$ cat config.mk
export PLATFORM = sky130hd
export DESIGN_NAME = dcwpe_out_buf
export DESIGN_NICKNAME = d
export VERILOG_FILES = /design/src/design/dcwpe_pkg.sv /design/src/design/dcwpe_out_buf.sv
export VERILOG_INCLUDE_DIRS = /design/src /design/src/design
export SDC_FILE = /design/constraint.sdc
export NUM_CORES = 1
export LEC_CHECK = 0
export ABC_AREA = 1
export BUFFER_PORTS_ARGS = -buffer_cell sky130_fd_sc_hd__clkbuf_2
export CAP_MARGIN = 30
export CORE_MARGIN = 2
export CORE_UTILIZATION = 26
export CTS_CLUSTER_SIZE = 14
export DETAILED_ROUTE_END_ITERATION = 10
export PLACE_DENSITY_LB_ADDON = 0.15
export REMOVE_ABC_BUFFERS = 1
export SKIP_LAST_GASP = 1
export SYNTH_ARGS = -nofsm -noshare
export SYNTH_HDL_FRONTEND = slang
export SYNTH_SLANG_ARGS = --single-unit
$ cat constraint.sdc
create_clock -name i_clk -period 13.46 [get_ports i_clk]
set_clock_uncertainty 0.1 [all_clocks]
set_input_delay 2.019 -clock i_clk [delete_from_list [all_inputs] [get_ports i_clk]]
set_output_delay 2.019 -clock i_clk [all_outputs]
set_load 0.01 [all_outputs]
$ cat src/design/dual_coil_wire_position_estimator_assert.svh
// Assertion macros shared by the wire position estimator modules.
`ifndef DUAL_COIL_WIRE_POSITION_ESTIMATOR_ASSERT_SVH
`define DUAL_COIL_WIRE_POSITION_ESTIMATOR_ASSERT_SVH

`ifndef SYNTHESIS

// Same-cycle implication, disabled during reset.
`define DCWPE_ASSERT_IMP(label, clk, rst_n, ante, cons, msg) \
    label: assert property (@(posedge clk) disable iff (!(rst_n)) (ante) |-> (cons)) \
        else $error(msg);

// Next-cycle implication, disabled during reset.
`define DCWPE_ASSERT_NXT(label, clk, rst_n, ante, cons, msg) \
    label: assert property (@(posedge clk) disable iff (!(rst_n)) (ante) |=> (cons)) \
        else $error(msg);

`else

`define DCWPE_ASSERT_IMP(label, clk, rst_n, ante, cons, msg)

`define DCWPE_ASSERT_NXT(label, clk, rst_n, ante, cons, msg)

`endif

`endif

$ cat src/design/dcwpe_pkg.sv
// Shared types, constants and helpers of the wire position estimator.
package dcwpe_pkg;

    // Sample width default and side lanes
    localparam int SAMPLE_BITS_DEF = 10;
    localparam int NUM_SIDES       = 2;
    localparam int SIDE_L          = 0;
    localparam int SIDE_R          = 1;

    // Calibration registers
    localparam int CAL_W     = 24;
    localparam int CFG_IDX_W = 2;

    typedef enum logic [CFG_IDX_W-1:0] {
        REG_LEFT_CAL_FAR   = 2'd0,
        REG_LEFT_CAL_NEAR  = 2'd1,
        REG_RIGHT_CAL_FAR  = 2'd2,
        REG_RIGHT_CAL_NEAR = 2'd3
    } t_cfg_reg;

    localparam logic [CAL_W-1:0] CAL_FAR_RST  = 24'h020000;  // 2.0 in Q8.16
    localparam logic [CAL_W-1:0] CAL_NEAR_RST = 24'h010000;  // 1.0 in Q8.16
    localparam logic [CAL_W-1:0] LIN_MAX      = 24'hFFFFFF;

    // Reciprocal: 2^(bits+18) / (9 * (2*s + 1)), rounded to nearest
    localparam int RECIP_SHIFT     = 18;
    localparam int RECIP_DEN_MUL   = 9;
    localparam int RECIP_DEN_EXTRA = 5;   // 9*(2s+1) needs bits+5
    localparam int RECIP_QUO_EXTRA = 15;  // quotient stays below 2^(bits+15)

    // Geometry in mm
    localparam int COIL_GAP       = 90;
    localparam int CAL_OFFSET     = 25;
    localparam int INVERSION_TRIM = -10;
    localparam int FULL_TURN      = 360;
    localparam int NEAR_MM        = COIL_GAP / 2 - CAL_OFFSET;
    localparam int FAR_MM         = COIL_GAP / 2 + CAL_OFFSET;
    localparam int MAP_GAIN       = (FAR_MM - NEAR_MM) * 256;

    // Linear map divider: |lin - near| * gain < 2^38
    localparam int MAP_NUM_W = 39;
    localparam int MAP_QUO_W = 38;
    localparam int MAP_DEN_W = CAL_W;

    // Signed Q23.8 results and a wide working width
    localparam int MM_W  = 32;
    localparam int SAT_W = 40;

    localparam logic signed [SAT_W-1:0] MM_HI           = 40'sh007FFFFFFF;
    localparam logic signed [SAT_W-1:0] MM_LO           = 40'shFF80000000;
    localparam logic signed [SAT_W-1:0] NEAR_Q8_S       = SAT_W'(NEAR_MM * 256);
    localparam logic signed [SAT_W-1:0] INVERT_LIMIT_S  =
        SAT_W'((COIL_GAP + INVERSION_TRIM) * 256);
    localparam logic signed [SAT_W-1:0] TURN_Q8_S       = SAT_W'(FULL_TURN * 256);

    // One result item
    typedef struct packed {
        logic signed [MM_W-1:0] left_mm;
        logic signed [MM_W-1:0] right_mm;
        logic signed [MM_W-1:0] displacement;
        logic signed [MM_W-1:0] heading;
        logic                   outside_wires;
        logic                   cal_fault;
    } t_result;

    // Clamp a wide signed value into 32 bits
    function automatic logic signed [MM_W-1:0] sat_mm(input logic signed [SAT_W-1:0] v);
        logic signed [MM_W-1:0] r;
        if (v > MM_HI) begin
            r = MM_HI[MM_W-1:0];
        end else if (v < MM_LO) begin
            r = MM_LO[MM_W-1:0];
        end else begin
            r = v[MM_W-1:0];
        end
        return r;
    endfunction

endpackage

$ cat src/design/dcwpe_out_buf.sv
// Output register plus skid entry; freezes the pipeline only when the skid is full.
`include "dual_coil_wire_position_estimator_assert.svh"

module dcwpe_out_buf
    import dcwpe_pkg::*;
(
    input  logic    i_clk,
    input  logic    i_rst_n,
    input  logic    i_valid,
    input  t_result i_res,
    output logic    o_en,
    output logic    o_valid,
    output t_result o_res,
    input  logic    i_stall
);

    logic    r_out_valid;
    t_result r_out_res;
    logic    r_skid_valid;
    t_result r_skid_res;

    logic    out_free;
    logic    n_out_valid;
    t_result n_out_res;
    logic    n_skid_valid;
    t_result n_skid_res;

    // Pipeline tail moves only while the skid is empty
    assign o_en     = !r_skid_valid;
    assign out_free = !r_out_valid || !i_stall;

    always_comb begin
        n_out_valid  = r_out_valid;
        n_out_res    = r_out_res;
        n_skid_valid = r_skid_valid;
        n_skid_res   = r_skid_res;
        if (r_skid_valid) begin
            // drain the skid first
            if (out_free) begin
                n_out_valid  = 1'b1;
                n_out_res    = r_skid_res;
                n_skid_valid = 1'b0;
            end
        end else if (i_valid) begin
            if (out_free) begin
                n_out_valid = 1'b1;
                n_out_res   = i_res;
            end else begin
                n_skid_valid = 1'b1;
                n_skid_res   = i_res;
            end
        end else if (out_free) begin
            n_out_valid = 1'b0;
        end
    end

    always_ff @(posedge i_clk) begin
        if (!i_rst_n) begin
            r_out_valid  <= 1'b0;
            r_skid_valid <= 1'b0;
        end else begin
            r_out_valid  <= n_out_valid;
            r_skid_valid <= n_skid_valid;
        end
    end

    always_ff @(posedge i_clk) begin
        r_out_res  <= n_out_res;
        r_skid_res <= n_skid_res;
    end

    assign o_valid = r_out_valid;
    assign o_res   = r_out_res;

    // Skid is only ever used behind a waiting output item
    `DCWPE_ASSERT_IMP(a_skid_behind_out, i_clk, i_rst_n, r_skid_valid, r_out_valid,
        "skid holds an item while the output register is empty")
    `DCWPE_ASSERT_NXT(a_skid_drains, i_clk, i_rst_n, r_skid_valid && !i_stall,
        r_out_valid && !r_skid_valid, "skid item not moved to output when taken")
    // A stalled result item stays valid and unchanged
    `DCWPE_ASSERT_NXT(a_out_hold, i_clk, i_rst_n, r_out_valid && i_stall,
        r_out_valid && $stable(o_res), "stalled output item changed")

endmodule

* Word-level counts from Yosys, hierarchy flattened
Index checks and enable logic that the tools add are counted.
** Word-level totals
- Register bits :: 262
- Bits of input ports :: 134
- Output and inout port bits :: 132
- Logic and storage cells :: 35
** Cells by class
- Multiplexer cells :: 11
- Bitwise logic cells :: 2
- Reductions and logical operators :: 8
** Operators by type and width (count)
- $mux W130 :: 4
- $mux W1 :: 7
- $logic_not A1 Y1 :: 3
- $reduce_and A3 Y1 :: 1
- $reduce_bool A3 Y1 :: 1
- $not A1 Y1 :: 2
- $reduce_and A2 Y1 :: 1
- $reduce_bool A2 Y1 :: 1
- $logic_or A1 B1 Y1 :: 1

* Logic depth before layout (Yosys ltp)
Gate-level depths: netlist of the first run.
- Depth in word-level cells :: 5
- Mapped depth :: 6
- Gate-level depth less buffers :: 3

* Worst setup path before layout of the first run
Ideal clock, no wire load.
- Kind :: input to register
- Start :: input i_valid
- End :: register r_out_res (netlist bit o_res[0]) (enable)
- Library setup time :: 0.662 ns
- Arrival time :: 8.332 ns
- Required time :: 12.698 ns
- Slack :: 4.366 ns
- Stages on the path :: 2
- Buffers on the path :: 0
- Cell sequence :: nor2_1 a21oi_1
** On the way
- Word-level cells in the longest chain between the ends :: 2
** Ends and longest elaborated chain
- from (decl) :: RTL line dcwpe_out_buf.sv:9 : input logic i_valid,
- $reduce_bool A2 Y1 (no line)
- $reduce_and A2 Y1 (no line)
- to (signal assigned) :: RTL line dcwpe_out_buf.sv:68 : r_out_res <= n_out_res;
- to (decl) :: RTL line dcwpe_out_buf.sv:18 : t_result r_out_res;
No other way between the ends.
A chain may end at the register's enable or synchronous reset.

* Worst setup path in the final report of the first run
- Start :: register r_skid_valid
- End :: output o_en
** On the way
- Word-level cells in the longest chain between the ends :: 1
** Ends and longest elaborated chain
- from (decl) :: RTL line dcwpe_out_buf.sv:19 : logic r_skid_valid;
- from (signal assigned) :: RTL line dcwpe_out_buf.sv:63 : r_skid_valid <= n_skid_valid;
- $logic_not A1 Y1 :: RTL line dcwpe_out_buf.sv:29 : assign o_en = !r_skid_valid;
- to (decl) :: RTL line dcwpe_out_buf.sv:11 : output logic o_en,
No other way between the ends.

==> run metrics, run 1 <==
fill cell count=3673; Yosys warning total=0; endpoints failing setup=0; Yosys reg bits=around 260; internal power=1430 uW; Clock transition at path regs=approximately 0.060 ns; Initial Utilization=0.263; synthesis-to-layout area growth=28.3%; clock latency on the worst-skew pair=~0.54 ns; first-pass GRT wire length=about 34000 um; switching pwr=approximately 400 uW; Hold Crit Depth=2; Finished Cell Area=around 12000 sq um; sequential share of power=0.525; die height=196 um; routability cong.=0.712; CTS max path bufs=3; Core Rows=70; DR vias=roughly 5800; Num CTS Buffers=30; CP Data Required Time=between 10 and 15 ns; ANT nets after route=0; clock root buffer=clkbuf_16; RSZ-0062 raised after global routing=no; post-CTS sizing=0; maxcap violations=0; Clock Power Share=0.409; Post-Route WL=about 23000 um; worst-margin pin slew=0.899 ns; Final period util=0.291; DRT Pass-1 Iters=6; htree depth=1; commonest non-fill, non-tap cells in the layout=391 x nand2_1, 265 x clkbuf_2, 260 x edfxtp_1; die outline width=around 200 um; critical path capture point type=output port; Clock Sinks=roughly 260; Worst R2R Path Depth=5; Post-CTS Repair Setup Buffers=0; Final HPWL DP=14100 um; TNS Setup=0 ns; commonest non-fill, non-tap cell in the layout=nand2_1; cts hold-fix bufs=0; Synth Area per Inst=13.9 sq um; Setup Crit Path Kind=reg2out; total grt overflow=0; critical path fanouts, max=approximately 70; placed instance area=between 10000 and 15000 sq um; post-synthesis sequential area ratio=0.819; logic gate share of total power=0.066; Routed wire per std cell=between 15 and 20 um; net count reported at finish=1101; Yosys top cell by area=edfxtp_1; 1st-iter DRT viols=between 200 and 250; initial antenna violation count=1; Yosys top cell area share=0.815; Tot GR Track Use=0.116; synth top area cells=edfxtp_1 82%, nand2_1 15%, buf_6 1.2%; Setup WS pre-CTS=about 9.0 ns; Max Slew Vio Count=0; Mapped Cells=slightly below 700; vias in the first global route=between 5000 and 6000; final-report hold violation count=0; Core Area=between 30000 and 40000 sq um; leakage power=slightly above 0.005 uW; share of cells above drive strength 1=0.320; CTS tree=built; final design utilization=0.337; Mapped Area=roughly 9600 sq um; final worst slack=between 9 and 10 ns; Critical Path Start Type=register; DRC viols=0; Peak supply drop=approximately 0.000083 V; Min-Delay Path Class=reg2reg; largest net degree at the start of global routing=slightly below 80; arrival time worst endpoint=between 1.5 and 2 ns; Tmin final=3.92 ns; slew margin rel.=0.401; distinct cell type count of the synthesized netlist=12; DR vias/cell=between 3 and 4; fmax=255 MHz; run status=finished clean; IO Pins=266; die footprint=~38000 sq um; I/O Buffers=about 270; switching share of power=0.221; pwr/cell area=around 150 nW/um^2
==> cells in the mapped netlist, drive strengths merged <==
cell type / instances
a21oi: 1
buf: 28
clkbuf: 1
dfxtp: 2
edfxtp: 260
inv: 1
nand2: 391
nand3: 2
nor2: 3
o21ai: 1
==> cell type report <==
type	instances	area, sq um	share of cell area
Inverter	1	6.26	0.000509
Sequential cell	262	7850	0.639
Clock buffer	38	802	0.0653
Timing Repair Buffer	274	1430	0.117
Tap cell	468	586	0.0476
Antenna cell	1	2.50	0.000204
Clock inverter	13	91.3	0.00743
Multi-Input combinational cell	398	1520	0.123
==> metrics by stage <==
step / std cells / hold WS, ns / power, uW
floorplan: 661 / 0.391 / 1040
global placement: 1401 / 0.398 / 1100
detailed placement: 1403 / 0.400 / 1100
CTS: 1454 / 0.414 / 1870
global route: 1454 / 0.428 / 1910
finish: 1455 / 0.412 / 1830
==> cells by family (layout without fill, tap and decap cells) <==
group / Yosys count / in the layout / synth area share
buffers and inverters: 30 / 326 / 0.0243
flip-flops: 262 / 262 / 0.819
other: 0 / 1 / 0
AO/OA/AOI/OAI: 2 / 2 / 0.00104
AND/OR/NAND/NOR: 396 / 396 / 0.155
==> sequential cells by signal, indices dropped and copies added, names as in the netlist <==
signal        cells
o_res           130
r_skid_valid      1
o_valid           1
r_skid_res      130
==> critical path, cell delays in order (launching register included) <==
cell and delay (ns):
dfxtp_4 0.36, inv_4 0.60, clkbuf_2 0.26
==> per-layer routing <==
metal,vias up,wire length (um),part of all wire,track usage
met1,2654,10700,0.47,0.162
met5,-,0,0,0
li1,2895,-,-,-
met2,184,10100,0.44,0.179
met4,0,380,0.017,0.0283
met3,33,1620,0.071,0.0303
==> power by group through the flow <==
stage          logic [uW]  clock network, uW  registers, uW
3_5_place_dp          125                  0            978
6_report              121                749            961
5_1_grt               136                809            964
2_1_floorplan        34.9                  0           1000
4_1_cts               125                782            962
3_3_place_gp          121                  0            980
==> worst paths after layout <==
kind                                 start                        end  slack (ns)
hold reg to reg   r_skid_res[63]$_DFFE_PP_        o_res[63]$_DFFE_PP_        0.41
setup reg to reg      o_valid$_SDFFE_PN0P_  r_skid_res[106]$_DFFE_PP_       10.79
setup / recovery   r_skid_valid$_SDFF_PN0_                       o_en        9.54
hold / removal    r_skid_res[63]$_DFFE_PP_        o_res[63]$_DFFE_PP_        0.41
(Power assumes the default switching activity.)
==> run 2, diff against run 1 <==
- clock period: 13.46 -> 3.5 ns (I/O delays scaled with it)
==> run 2 against run 1 <==
Non-clock buffer count is 1 lower. First-iteration DRC count is 4.9% lower. Sequential power grew to 3.8 times the previous value. Largest cell class unchanged.
==> run metrics, run 2 (synthesis results as in run 1) <==
run status=finished clean; sequential share of power=0.539 (+0.014); Num CTS Buffers=29 (-3.3%); Peak supply drop=0.000338 V (+310%); first-pass GRT wire length=35200 um (+2.0%); Hold Path Origin=i_res[126]; die footprint=38400 sq um (unchanged); WP buf/inv=2 (unchanged); final-report hold violation count=0 (unchanged); leakage power=0.00512 uW (-0.91%); Core Rows=70 (unchanged); synthesis-to-layout area growth=27.3%; net count reported at finish=1099 (-0.18%); fmax=around 460 MHz; CP max stage delay=0.39 ns (-0.21 ns); DRT Pass-1 Iters=5 (-1); I/O Buffers=265 (unchanged); RR Endpoint=r_skid_res[21]$_DFFE_PP_; Clock transition at path regs=0.06 ns (about the same); initial antenna violation count=0 (-1); Post-CTS Repair Setup Buffers=0 (unchanged); Initial Utilization=0.263 (unchanged); Clock Sinks=262 (unchanged); endpoints failing setup=0 (unchanged); slew margin rel.=0.425 (+0.0239); critical path capture point type=output port; Tot GR Track Use=0.118 (+0.00253); Core Area=36400 sq um (unchanged); routability cong.=0.704 (-1.1%); CTS tree=built; post-CTS sizing=0 (unchanged); placed instance area=11400 sq um (-0.20%); die outline width=196 um (unchanged); clock root buffer=clkbuf_16; commonest non-fill, non-tap cell in the layout=nand2_1; htree depth=1 (unchanged); Routed wire per std cell=15.9 um (+1.7%); hold worst-path end=r_skid_res[126]$_DFFE_PP_; arrival time worst endpoint=1.55 ns (-0.25 ns); switching share of power=0.223 (+0.00206); internal power=5320 uW (+270%); share of cells above drive strength 1=0.312 (-0.00811); switching pwr=1520 uW (+280%); Critical Path Start Type=register; total grt overflow=0 (unchanged); pwr/cell area=561 nW/um^2 (+280%); DR vias/cell=4.05 (+2.1%); Final HPWL DP=14100 um (-0.18%); 1st-iter DRT viols=231 (-4.9%); clock latency on the worst-skew pair=0.55 ns (about the same); cts hold-fix bufs=0 (unchanged); Min-Delay Path Class=in2reg; DRC viols=0 (unchanged); maxcap violations=0 (unchanged); die height=196 um (unchanged); CTS max path bufs=3 (unchanged); Finished Cell Area=12200 sq um (-0.79%); Final period util=0.622; critical path's slowest cell=inv_4; logic gate share of total power=0.068 (+0.002); DR vias=5887 (+2.1%); ANT nets after route=0 (unchanged); RSZ-0062 raised after global routing=no; crit-path leading delay family=buffers and inverters; critical path fanouts, max=39 (-43%); vias in the first global route=5954 (+1.1%); crit-path cells=inv_4 > clkbuf_2; Max Slew Vio Count=0 (unchanged); Worst R2R Path Depth=3 (-2); Clock Power Share=0.393 (-0.016); Post-Route WL=23200 um (+1.7%); CP Data Required Time=2.87 ns (-8.47 ns); Hold Crit Depth=1 (-1); commonest non-fill, non-tap cells in the layout=391 x nand2_1, 265 x clkbuf_2, 260 x edfxtp_1; Setup Crit Path Kind=reg2out; R2R Setup Slk=1.68 ns (-9.11 ns); largest net degree at the start of global routing=85 (+10%); IO Pins=266 (unchanged); Reg-to-Reg Start=o_valid$_SDFFE_PN0P_; TNS Setup=0 ns (unchanged); Tmin final=roughly 2.2 ns; worst-margin pin slew=0.863 ns (-0.0359 ns)
## run 2: cell types whose count changed in the layout (fill, tap and decap cells not counted), sizes merged
cell / previous run / this run
bufinv: 1 / 0
clkinvlp: 2 / 0
inv: 1 / 2
clkinv: 10 / 13
buf: 9 / 8
## run 2: worst max-delay path by stage
stage | from | to | slack (ns) | cells past startpoint
after CTS | r_skid_valid$_SDFF_PN0_ | o_en | 1.23 | 2
after floorplan | r_skid_valid$_SDFF_PN0_ | o_res[0]$_DFFE_PP_ | -6.18 | 2
after global placement | i_stall | r_skid_res[42]$_DFFE_PP_ | 1.43 | 4
after global routing | r_skid_valid$_SDFF_PN0_ | o_en | 1.21 | 2
final | r_skid_valid$_SDFF_PN0_ | o_en | 1.32 | 2
after detailed placement | i_stall | r_skid_res[42]$_DFFE_PP_ | 1.43 | 4
## run 2: stage by stage
stage | std cells | hold slack (ns) | power [uW] | worst slack, ns | utilization
6_report | 1455 | 0.0624 | 6840 | 1.32 | 0.335
5_1_grt | 1454 | 0.0335 | 7160 | 1.21 | 0.335
2_1_floorplan | 661 | 0.391 | 3980 | -6.18 | -
3_5_place_dp | 1402 | 0.402 | 4230 | 1.43 | 0.312
4_1_cts | 1454 | 0.0251 | 6980 | 1.23 | 0.335
3_3_place_gp | 1402 | 0.397 | 4230 | 1.43 | 0.312
## run 2: cell type report
class,count,area [sq um]
Antenna cell,1,2.50
Timing Repair Buffer,273,1410
Tap cell,468,586
Clock buffer,38,759
Clock inverter,14,58.8
Sequential cell,262,7850
Inverter,1,6.26
Fill cell,3697,24200
Multi-Input combinational cell,398,1520
## run 2: layer usage
layer	track usage	vias up	routed length [um]
li1	-	2891	-
met4	0.0348	0	481
met1	0.155	2790	10500
met3	0.0320	32	1510
met2	0.192	174	10700
met5	0	-	0
## run 2: power groups by stage
| stage | registers [uW] | clock network [uW] | logic, uW |
|---|---|---|---|
| 5_1_grt | 3700 | 2930 | 523 |
| 3_5_place_dp | 3750 | 0 | 481 |
| 2_1_floorplan | 3850 | 0 | 134 |
| 3_3_place_gp | 3760 | 0 | 476 |
| 4_1_cts | 3690 | 2810 | 482 |
| 6_report | 3690 | 2690 | 465 |
