File: config.mk
export PLATFORM = sky130hd
export DESIGN_NAME = dcwpe_mix
export DESIGN_NICKNAME = d
export VERILOG_FILES = /design/src/design/dual_coil_wire_position_estimator_assert.svh /design/src/design/dcwpe_pkg.sv /design/src/design/dcwpe_mix.sv
export SDC_FILE = /design/constraint.sdc
export NUM_CORES = 1
export LEC_CHECK = 0
export BUFFER_PORTS_ARGS = -buffer_cell sky130_fd_sc_hd__buf_2
export CORE_MARGIN = 10
export CORE_UTILIZATION = 55
export DETAILED_ROUTE_END_ITERATION = 8
export PLACE_DENSITY = 0.88
export SLEW_MARGIN = 20
export SYNTH_ARGS = -nofsm -noshare
export SYNTH_HDL_FRONTEND = slang
export SYNTH_SLANG_ARGS = --single-unit
File: constraint.sdc
create_clock -name i_clk -period 10.6 [get_ports i_clk]
set_input_delay 2.12 -clock i_clk [delete_from_list [all_inputs] [get_ports i_clk]]
set_output_delay 2.12 -clock i_clk [all_outputs]
set_load 0.05 [all_outputs]
File: src/design/dual_coil_wire_position_estimator_assert.svh
// Assertion macros shared by the wire position estimator modules.
`ifndef DUAL_COIL_WIRE_POSITION_ESTIMATOR_ASSERT_SVH
`define DUAL_COIL_WIRE_POSITION_ESTIMATOR_ASSERT_SVH

`ifndef SYNTHESIS

// Same-cycle implication, disabled during reset.
`define DCWPE_ASSERT_IMP(label, clk, rst_n, ante, cons, msg) \
    label: assert property (@(posedge clk) disable iff (!(rst_n)) (ante) |-> (cons)) \
        else $error(msg);

// Next-cycle implication, disabled during reset.
`define DCWPE_ASSERT_NXT(label, clk, rst_n, ante, cons, msg) \
    label: assert property (@(posedge clk) disable iff (!(rst_n)) (ante) |=> (cons)) \
        else $error(msg);

`else

`define DCWPE_ASSERT_IMP(label, clk, rst_n, ante, cons, msg)

`define DCWPE_ASSERT_NXT(label, clk, rst_n, ante, cons, msg)

`endif

`endif

File: src/design/dcwpe_pkg.sv
// Shared types, constants and helpers of the wire position estimator.
package dcwpe_pkg;

    // Sample width default and side lanes
    localparam int SAMPLE_BITS_DEF = 10;
    localparam int NUM_SIDES       = 2;
    localparam int SIDE_L          = 0;
    localparam int SIDE_R          = 1;

    // Calibration registers
    localparam int CAL_W     = 24;
    localparam int CFG_IDX_W = 2;

    typedef enum logic [CFG_IDX_W-1:0] {
        REG_LEFT_CAL_FAR   = 2'd0,
        REG_LEFT_CAL_NEAR  = 2'd1,
        REG_RIGHT_CAL_FAR  = 2'd2,
        REG_RIGHT_CAL_NEAR = 2'd3
    } t_cfg_reg;

    localparam logic [CAL_W-1:0] CAL_FAR_RST  = 24'h020000;  // 2.0 in Q8.16
    localparam logic [CAL_W-1:0] CAL_NEAR_RST = 24'h010000;  // 1.0 in Q8.16
    localparam logic [CAL_W-1:0] LIN_MAX      = 24'hFFFFFF;

    // Reciprocal: 2^(bits+18) / (9 * (2*s + 1)), rounded to nearest
    localparam int RECIP_SHIFT     = 18;
    localparam int RECIP_DEN_MUL   = 9;
    localparam int RECIP_DEN_EXTRA = 5;   // 9*(2s+1) needs bits+5
    localparam int RECIP_QUO_EXTRA = 15;  // quotient stays below 2^(bits+15)

    // Geometry in mm
    localparam int COIL_GAP       = 90;
    localparam int CAL_OFFSET     = 25;
    localparam int INVERSION_TRIM = -10;
    localparam int FULL_TURN      = 360;
    localparam int NEAR_MM        = COIL_GAP / 2 - CAL_OFFSET;
    localparam int FAR_MM         = COIL_GAP / 2 + CAL_OFFSET;
    localparam int MAP_GAIN       = (FAR_MM - NEAR_MM) * 256;

    // Linear map divider: |lin - near| * gain < 2^38
    localparam int MAP_NUM_W = 39;
    localparam int MAP_QUO_W = 38;
    localparam int MAP_DEN_W = CAL_W;

    // Signed Q23.8 results and a wide working width
    localparam int MM_W  = 32;
    localparam int SAT_W = 40;

    localparam logic signed [SAT_W-1:0] MM_HI           = 40'sh007FFFFFFF;
    localparam logic signed [SAT_W-1:0] MM_LO           = 40'shFF80000000;
    localparam logic signed [SAT_W-1:0] NEAR_Q8_S       = SAT_W'(NEAR_MM * 256);
    localparam logic signed [SAT_W-1:0] INVERT_LIMIT_S  =
        SAT_W'((COIL_GAP + INVERSION_TRIM) * 256);
    localparam logic signed [SAT_W-1:0] TURN_Q8_S       = SAT_W'(FULL_TURN * 256);

    // One result item
    typedef struct packed {
        logic signed [MM_W-1:0] left_mm;
        logic signed [MM_W-1:0] right_mm;
        logic signed [MM_W-1:0] displacement;
        logic signed [MM_W-1:0] heading;
        logic                   outside_wires;
        logic                   cal_fault;
    } t_result;

    // Clamp a wide signed value into 32 bits
    function automatic logic signed [MM_W-1:0] sat_mm(input logic signed [SAT_W-1:0] v);
        logic signed [MM_W-1:0] r;
        if (v > MM_HI) begin
            r = MM_HI[MM_W-1:0];
        end else if (v < MM_LO) begin
            r = MM_LO[MM_W-1:0];
        end else begin
            r = v[MM_W-1:0];
        end
        return r;
    endfunction

endpackage

File: src/design/dcwpe_mix.sv
// Outside-wire inversion, then displacement and heading, two stages.
module dcwpe_mix
    import dcwpe_pkg::*;
(
    input  logic                   i_clk,
    input  logic                   i_rst_n,
    input  logic                   i_en,
    input  logic                   i_valid,
    input  logic signed [MM_W-1:0] i_left_mm,
    input  logic signed [MM_W-1:0] i_right_mm,
    input  logic                   i_cal_fault,
    output logic                   o_valid,
    output t_result                o_res
);

    logic                   r_i_valid;
    logic signed [MM_W-1:0] r_i_dl;
    logic signed [MM_W-1:0] r_i_dr;
    logic                   r_i_outside;
    logic                   r_i_fault;
    logic                   r_o_valid;
    t_result                r_o_res;

    logic signed [SAT_W-1:0] l_w;
    logic signed [SAT_W-1:0] r_w;
    logic                    inv_l;
    logic                    inv_r;
    logic signed [MM_W-1:0]  n_i_dl;
    logic signed [MM_W-1:0]  n_i_dr;

    // Stage 1: negate the shorter side when the other exceeds it by more than the limit
    always_comb begin
        l_w    = SAT_W'(i_left_mm);
        r_w    = SAT_W'(i_right_mm);
        inv_r  = (l_w - r_w) > INVERT_LIMIT_S;
        inv_l  = (r_w - l_w) > INVERT_LIMIT_S;
        n_i_dl = inv_l ? sat_mm(-l_w) : i_left_mm;
        n_i_dr = inv_r ? sat_mm(-r_w) : i_right_mm;
    end

    always_ff @(posedge i_clk) begin
        if (!i_rst_n) begin
            r_i_valid <= 1'b0;
        end else if (i_en) begin
            r_i_valid <= i_valid;
        end
    end

    always_ff @(posedge i_clk) begin
        if (i_en) begin
            r_i_dl      <= n_i_dl;
            r_i_dr      <= n_i_dr;
            r_i_outside <= inv_l | inv_r;
            r_i_fault   <= i_cal_fault;
        end
    end

    logic signed [SAT_W-1:0] dl_w;
    logic signed [SAT_W-1:0] dr_w;
    logic signed [SAT_W-1:0] diff_w;
    logic signed [SAT_W-1:0] half_w;
    logic signed [SAT_W-1:0] sum_w;
    logic signed [SAT_W-1:0] head_w;
    t_result                 n_o_res;

    // Stage 2: half difference toward zero, heading from the sum
    always_comb begin
        dl_w   = SAT_W'(r_i_dl);
        dr_w   = SAT_W'(r_i_dr);
        diff_w = dl_w - dr_w;
        half_w = (diff_w + $signed({{(SAT_W-1){1'b0}}, diff_w[SAT_W-1]})) >>> 1;
        sum_w  = dl_w + dr_w;
        head_w = (sum_w <<< 2) - TURN_Q8_S;

        n_o_res.left_mm       = r_i_dl;
        n_o_res.right_mm      = r_i_dr;
        n_o_res.displacement  = sat_mm(half_w);
        n_o_res.heading       = sat_mm(head_w);
        n_o_res.outside_wires = r_i_outside;
        n_o_res.cal_fault     = r_i_fault;
    end

    always_ff @(posedge i_clk) begin
        if (!i_rst_n) begin
            r_o_valid <= 1'b0;
        end else if (i_en) begin
            r_o_valid <= r_i_valid;
        end
    end

    always_ff @(posedge i_clk) begin
        if (i_en) begin
            r_o_res <= n_o_res;
        end
    end

    assign o_valid = r_o_valid;
    assign o_res   = r_o_res;

endmodule

# Word level (Yosys, flattened, before mapping)
# Index checks and enable logic that the tools add are counted.
# W data, S select, Z words.
[word_totals]
elab_cells = 39
reg_bits = 198
[op_classes]
order_cmp = 10
mux = 8
bitwise = 1
n_addsub = 8
[op_table]
columns = ["cell", "count"]
rows = [
  ["$mux W32", 8],
  ["$sub A32 B32 Y33", 3],
  ["$gt A40 B32 Y1 const B", 2],
  ["$lt A40 B32 Y1 const B", 2],
  ["$neg A32 Y40", 2],
  ["$gt A33 B16 Y1 const B", 2],
  ["$gt A36 B32 Y1 const B", 1],
  ["$lt A36 B32 Y1 const B", 1],
  ["$sub A35 B18 Y36 const B", 1],
  ["$add A33 B2 Y34", 1],
  ["$add A32 B32 Y33", 1],
  ["$gt A33 B32 Y1 const B", 1],
  ["$lt A33 B32 Y1 const B", 1],
  ["$or A1 B1 Y1", 1],
]

# Longest topological paths before layout
# Gate-level depths: netlist (run 1).
[depth]
depth_word = 5
ltp_mapped = 21
mapped_depth_nobuf = 20

# Worst setup path after synthesis (run 1)
# No wires, ideal clock.
[synth_timing]
path_type = "input-to-reg"
from = "input i_left_mm[0]"
to = "register r_i_dr[14], data pin"
path_slack_ns = 4.758
arrival_time_ns = 5.585
path_buffers = 1
stages = 15
cell_sequence = "inv_1 -> ha_1 -> fa_1 -> nand2b_1 -> a211oi_1 -> nor3_1 -> xnor2_1 -> nor4_1 -> a41oi_1 -> a2111o_1 -> or4_1 -> o31ai_1 -> clkbuf_1 -> a21oi_1 -> o22a_1"
[synth_between]
elab_chain_cells = 3
[synth_lines]
columns = ["element", "line", "text"]
rows = [
  ["start, declared", "dcwpe_mix.sv:9", "input logic signed [MM_W-1:0] i_left_mm,"],
  ["$sub A32 B32 Y33", "dcwpe_mix.sv:35", "inv_r = (l_w - r_w) > INVERT_LIMIT_S;"],
  ["$gt A33 B16 Y1", "dcwpe_mix.sv:35", ""],
  ["$mux W32", "dcwpe_mix.sv:38", "n_i_dr = inv_r ? sat_mm(-r_w) : i_right_mm;"],
  ["named net n_i_dr[14]", "dcwpe_mix.sv:29", "logic signed [MM_W-1:0] n_i_dr;"],
  ["end signal, assigned", "dcwpe_mix.sv:52", "r_i_dr <= n_i_dr;"],
  ["end, declared", "dcwpe_mix.sv:18", "logic signed [MM_W-1:0] r_i_dr;"],
]
# The timed path passes the listed nets, and every way through them passes these cells.
# A chain may end at the register's enable or synchronous reset.

# Worst setup path in the final report (run 1)
[layout_timing]
from = "input i_left_mm[0]"
to = "register r_i_dr[8], data pin"
# Same word-level chain as after synthesis.

==> results of run 1 <==
cells in the mapped netlist (6+ instances only):
master / number
a21boi_0: 7
o221ai_1: 6
mux2i_1: 8
nand2_1: 170
and2_1: 23
nor3_1: 103
a31oi_1: 33
ha_1: 132
a211o_1: 6
o21a_1: 28
clkbuf_1: 68
and4_1: 9
nand2b_1: 20
nand3_1: 63
buf_2: 26
or2_2: 10
nand4_1: 32
or4_1: 11
o31a_1: 13
o21ai_2: 10
o22ai_1: 18
nor3b_1: 8
nor4_1: 36
o21ai_0: 133
nor2b_1: 25
o21bai_1: 16
edfxtp_1: 195
inv_1: 142
o211ai_1: 26
o31ai_1: 22
and3_1: 26
xnor2_1: 77
o2111ai_1: 10
nand3b_1: 6
xor2_1: 33
or3_1: 23
a21o_1: 32
o22a_1: 17
nor2_1: 173
a211oi_1: 25
a21oi_1: 159
a2111oi_0: 12
cell families (layout without fill, tap and decap cells):
| family | after synthesis | in the layout | share of synthesized area |
|---|---|---|---|
| and+or+nand+nor | 756 | 756 | 0.211 |
| buffers and inverters | 246 | 384 | 0.0552 |
| xor gates and xnor gates | 111 | 111 | 0.0546 |
| muxes | 13 | 13 | 0.00759 |
| DFF | 197 | 197 | 0.328 |
| adders and majority gates | 135 | 135 | 0.0953 |
| AOI/OAI and AO/OA | 657 | 657 | 0.248 |
| other | 0 | 4 | 0 |
where the power goes:
part	switching [µW]	internal [µW]
clock	297	325
sequential	72.6	1060
combinational	1470	633
registers in the layout (all words and copies together), names as in the netlist:
register	cells
o_res	129
o_valid	1
r_i_dl	32
r_i_dr	32
r_i_fault	1
r_i_outside	1
r_i_valid	1
stage by stage:
step | hold slack [ns] | cells | setup slack [ns]
floorplan | 0.400 | 2115 | 4.76
global placement | 0.412 | 2663 | 3.35
detailed placement | 0.406 | 2663 | 3.42
CTS | 0.438 | 2695 | 3.86
global route | 0.436 | 2696 | 3.70
finish | 0.429 | 2699 | 3.83
final cells by class:
class	count	area, µm²	area share
flip-flops and latches	197	5900	0.299
inverters	143	537	0.0272
well taps	442	553	0.0280
repair buffers	209	1080	0.0547
multi-input cells	1672	11100	0.563
clock inverters	14	124	0.00627
diodes	4	10.0	0.000507
clock buffers	18	429	0.0217
worst max-delay path: cells and delay by family:
family,cells,cell delay [ns]
AOI/OAI and AO/OA,6,1.86
xor gates and xnor gates,1,0.16
adders and majority gates,2,0.64
buffers and inverters,3,0.69
and+or+nand+nor,4,1.45
per-layer routing:
metal  GRT usage  wire, µm  vias up
met5           0        34        -
met4       0.122      2320        6
met3      0.0534      4560      142
met2       0.508     30400      772
met1       0.359     25200     8401
li1            -         -     8159
worst paths after layout:
kind	startpoint	end	slack [ns]	depth (start not counted)
worst max-delay path	i_left_mm[0]	r_i_dr[8]	3.83	16
worst min-delay path	r_i_fault	o_res[0]	0.43	0
worst max register to register	r_i_dr[5]	o_res[38]	4.34	17
worst min register to register	r_i_fault	o_res[0]	0.43	0
==> metrics.yaml, run 1 <==
synthFlopType: "edfxtp_1"
synthArstFlopShare: 0
die_y_um: 201
syn_area_um2: 18000
cpMostUsedCell: "a41oi_1"
cp_max_fo: 58
fin_area_um2: 19700
io_buffers: 199
final_cell_mix: "buf_2, edfxtp_1, nor2_1"
post_cts_buffers: 0
clock_latency_ns: 0.45
fin_util: 0.610
max-cap-violations: 0
path_class: "primary input to register"
fin_tns_setup_ns: 0
via_per_inst: 6.48
start_util: 0.555
die_x_um: 201
core_um2: 32400
cp_slowest_stage_delay_ns: 0.61
cts_made_buffers: 17
slew_viol_final: 0
ios: 200
yosys_warnings: 0
arrival_ns: 6.98
routed_wl_mm: 62.5
clkTransAtPathRegs_ns: 0.07
cp_slowest_cell: "nor4_1"
grt_max_degree: 77
synth.avg_cell_area_um2: 8.49
nFillCells: 2870
gp_congestion: 0.984
finalCritPeriodShare: 0.639
place_hpwl_mm: 49.9
placed_area_um2: 19200
grt.overflow.total: 0
irDropWorstVdd_mv: 0.139
crit_path_start_kind: "primary input"
clockRootBuffer: "clkbuf_16"
htree_levels: 4
syn_inst: 2115
ys_seq_area_frac: 0.328
cts_tree: "built"
final_nets: 2444
cts_resized: 0
final.setup_skew_ns: 0.0102
fin_crit_ns: 6.77
crit_required_ns: 10.80
grt_use_total: 0.296
drc: 0
area_delta_synth_final_pct: 9.97
hold_buffers: 0
die_area_um2: 40300
clock_sinks: 197
syn_nets: 2319
netlist.area_leader.share: 0.326
fp-row-count: 66
vias: 17480
hp-class: "register to register"
layout-drive-gt1-share: 0.135
synth-seq-cells: 197
end_kind: "register"
worst_pin_slew_ns: 1.18
synth_cell_types: 100
synth-edff-count: 195
wl_per_cell_um: 23.1
critical_path.cell_chain: "buf_2 -> inv_1 -> ha_1 -> fa_1 -> nand2b_1 -> a211oi_1 -> nor3_1 -> xnor2_1 -> nor4_1 -> a41oi_1 -> a2111o_1 -> or4_1 -> o31ai_4 -> buf_4 -> a41oi_1 -> o22a_1"
synth_top_area_cell: "edfxtp_1"
grt_pass1_wl_mm: 95.4
grt_pass1_vias: 16720
drt_iter0_drc: 1828
synth_area_leaders: "edfxtp_1, ha_1, a21oi_1"
final_common_cell: "buf_2"
power_uw: 3860
p_leak_uw: 0.00791
power_density_nw_per_um2: 195
setup_viol: 0
status: "finished clean"
rsz0062_at_grt: "no"
firstDrtPassIters: 8
fmax_ghz: 0.148
antenna_found_initial: 7
clock_path_buffers: 2
ant_nets: 0
maxSlewHeadroom: 0.210
hold_violations: 0
Note: power is estimated with default switching activity, not from simulation.
==> inputs of run 2 (changes only) <==
- PLACE_DENSITY: 0.88 -> 0.91
- clock period: 10.6 -> 6.1 ns (I/O delays scaled with it)
==> metrics.yaml, run 2 (synthesized netlist as in run 1, its figures left out) <==
status: "finished with violations"
violations: "design-rule violations"
largest_reg_flops: 129
ant_nets: 0
gp_congestion: 1.02
crit_path_start_kind: "register"
cp_slowest_cell: "edfxtp_1"
io_buffers: 199
htree_levels: 4
grt_pass1_wl_mm: 92.7
rsz0062_at_grt: "no"
arrival_ns: 5.91
nFillCells: 2860
drt_iter0_drc: 1983
fmax_ghz: 0.175
die_x_um: 201
via_per_inst: 6.48
clkTransAtPathRegs_ns: 0.07
crit_buf_inv: 4
end_kind: "register"
place_hpwl_mm: 47.6
power_uw: 6810
fin_tns_setup_ns: 0
critical_path.cell_chain: "inv_1 -> ha_1 -> inv_1 -> fa_1 -> a211oi_1 -> o21ai_0 -> a21oi_2 -> a31oi_1 -> and3_1 -> nor3_1 -> ha_1 -> nand2_1 -> nor4_1 -> buf_4 -> and4_1 -> and4_1 -> o2111ai_1 -> nor3_2 -> o2111ai_1 -> buf_4 -> a21bo_2"
clock_latency_ns: 0.46
path_class: "register to register"
cp_slowest_stage_delay_ns: 0.46
die_area_um2: 40300
clockRootBuffer: "clkbuf_16"
start_util: 0.555
clock_sinks: 197
clock_path_buffers: 2
hold_buffers: 0
layout-drive-gt1-share: 0.142
wl_per_cell_um: 22.1
area_delta_synth_final_pct: 11.1
grt_max_degree: 126
core_um2: 32400
p_leak_uw: 0.00805
die_y_um: 201
final_common_cell: "buf_2"
grt_use_total: 0.284
grt_pass1_vias: 16809
final_cell_mix: "buf_2, edfxtp_1, nor2_1"
post_cts_buffers: 0
cp_max_fo: 15
cts_tree: "built"
final.setup_skew_ns: 0.0163
max-cap-violations: 0
power_density_nw_per_um2: 342
final_nets: 2463
finalCritPeriodShare: 0.934
antenna_found_initial: 1
maxSlewHeadroom: 0.280
drc: 4
vias: 17586
worst_pin_slew_ns: 1.07
crit_required_ns: 6.31
slew_viol_final: 0
routed_wl_mm: 60.0
cts_resized: 0
setup_viol: 0
ios: 200
critical_path.top_delay_family: "compound AO/OA/AOI/OAI gates"
fin_crit_ns: 5.70
firstDrtPassIters: 8
irDropWorstVdd_mv: 0.220
cts_made_buffers: 17
grt.overflow.total: 0
hold_violations: 0
hp-class: "register to register"
fp-row-count: 66
-- run 2: changes by cell type in the layout (fill, tap and decap cells not counted), sizes merged --
cell	before	now
diode	4	1
inv	147	148
clkinvlp	3	0
bufinv	1	3
buf	208	227
-- run 2: per-stage QoR --
stage | setup WS, ns | std cells | hold slack [ns] | utilization | instance area (µm²)
4_1_cts | 0.503 | 2714 | 0.427 | 0.616 | 19900
3_3_place_gp | 0.488 | 2682 | 0.406 | 0.597 | 19300
5_1_grt | 0.0323 | 2714 | 0.440 | 0.616 | 19900
6_report | 0.401 | 2715 | 0.426 | 0.616 | 19900
3_5_place_dp | 0.416 | 2682 | 0.410 | 0.597 | 19300
2_1_floorplan | 1.16 | 2115 | 0.400 | - | 18000
-- run 2: layout make-up --
type / instances / area (µm²) / area share
Inverter: 143 / 537 / 0.0269
Sequential cell: 197 / 5900 / 0.296
Clock inverter: 14 / 191 / 0.00960
Antenna cell: 1 / 2.50 / 0.000125
Tap cell: 442 / 553 / 0.0277
Multi-Input combinational cell: 1672 / 11100 / 0.557
Timing Repair Buffer: 228 / 1230 / 0.0619
Clock buffer: 18 / 429 / 0.0215
-- run 2: worst reg2reg max path: cells and delay by family (launching register included) --
kind	cells	cell delay (ns)
AOI/OAI and AO/OA	7	1.99
buffers and inverters	4	0.55
and+or+nand+nor	7	1.68
adders and majority gates	3	0.78
DFF	1	0.46
-- run 2: final timing paths --
| kind | from | end | slack [ns] | depth (start not counted) |
|---|---|---|---|---|
| worst max-delay path | r_i_dl[0] | o_res[38] | 0.40 | 21 |
| worst min-delay path | r_i_outside | o_res[1] | 0.43 | 0 |
| worst max register to register | r_i_dl[0] | o_res[38] | 0.40 | 21 |
| worst min register to register | r_i_outside | o_res[1] | 0.43 | 0 |
-- run 2: metal layers --
metal  GRT usage  part of all wire  up-vias  wire length [µm]
met4       0.111             0.032        2              1940
li1            -                 -     8195                 -
met3      0.0421             0.076      119              4560
met5           0           0.00012        -                 7
met1       0.349              0.40     8385             24000
met2       0.492              0.49      885             29500
-- run 2: report_power, final --
group,total (µW),switching [µW],internal [µW]
Combinational,3650,2530,1120
Clock,1190,536,659
Sequential,1960,124,1840
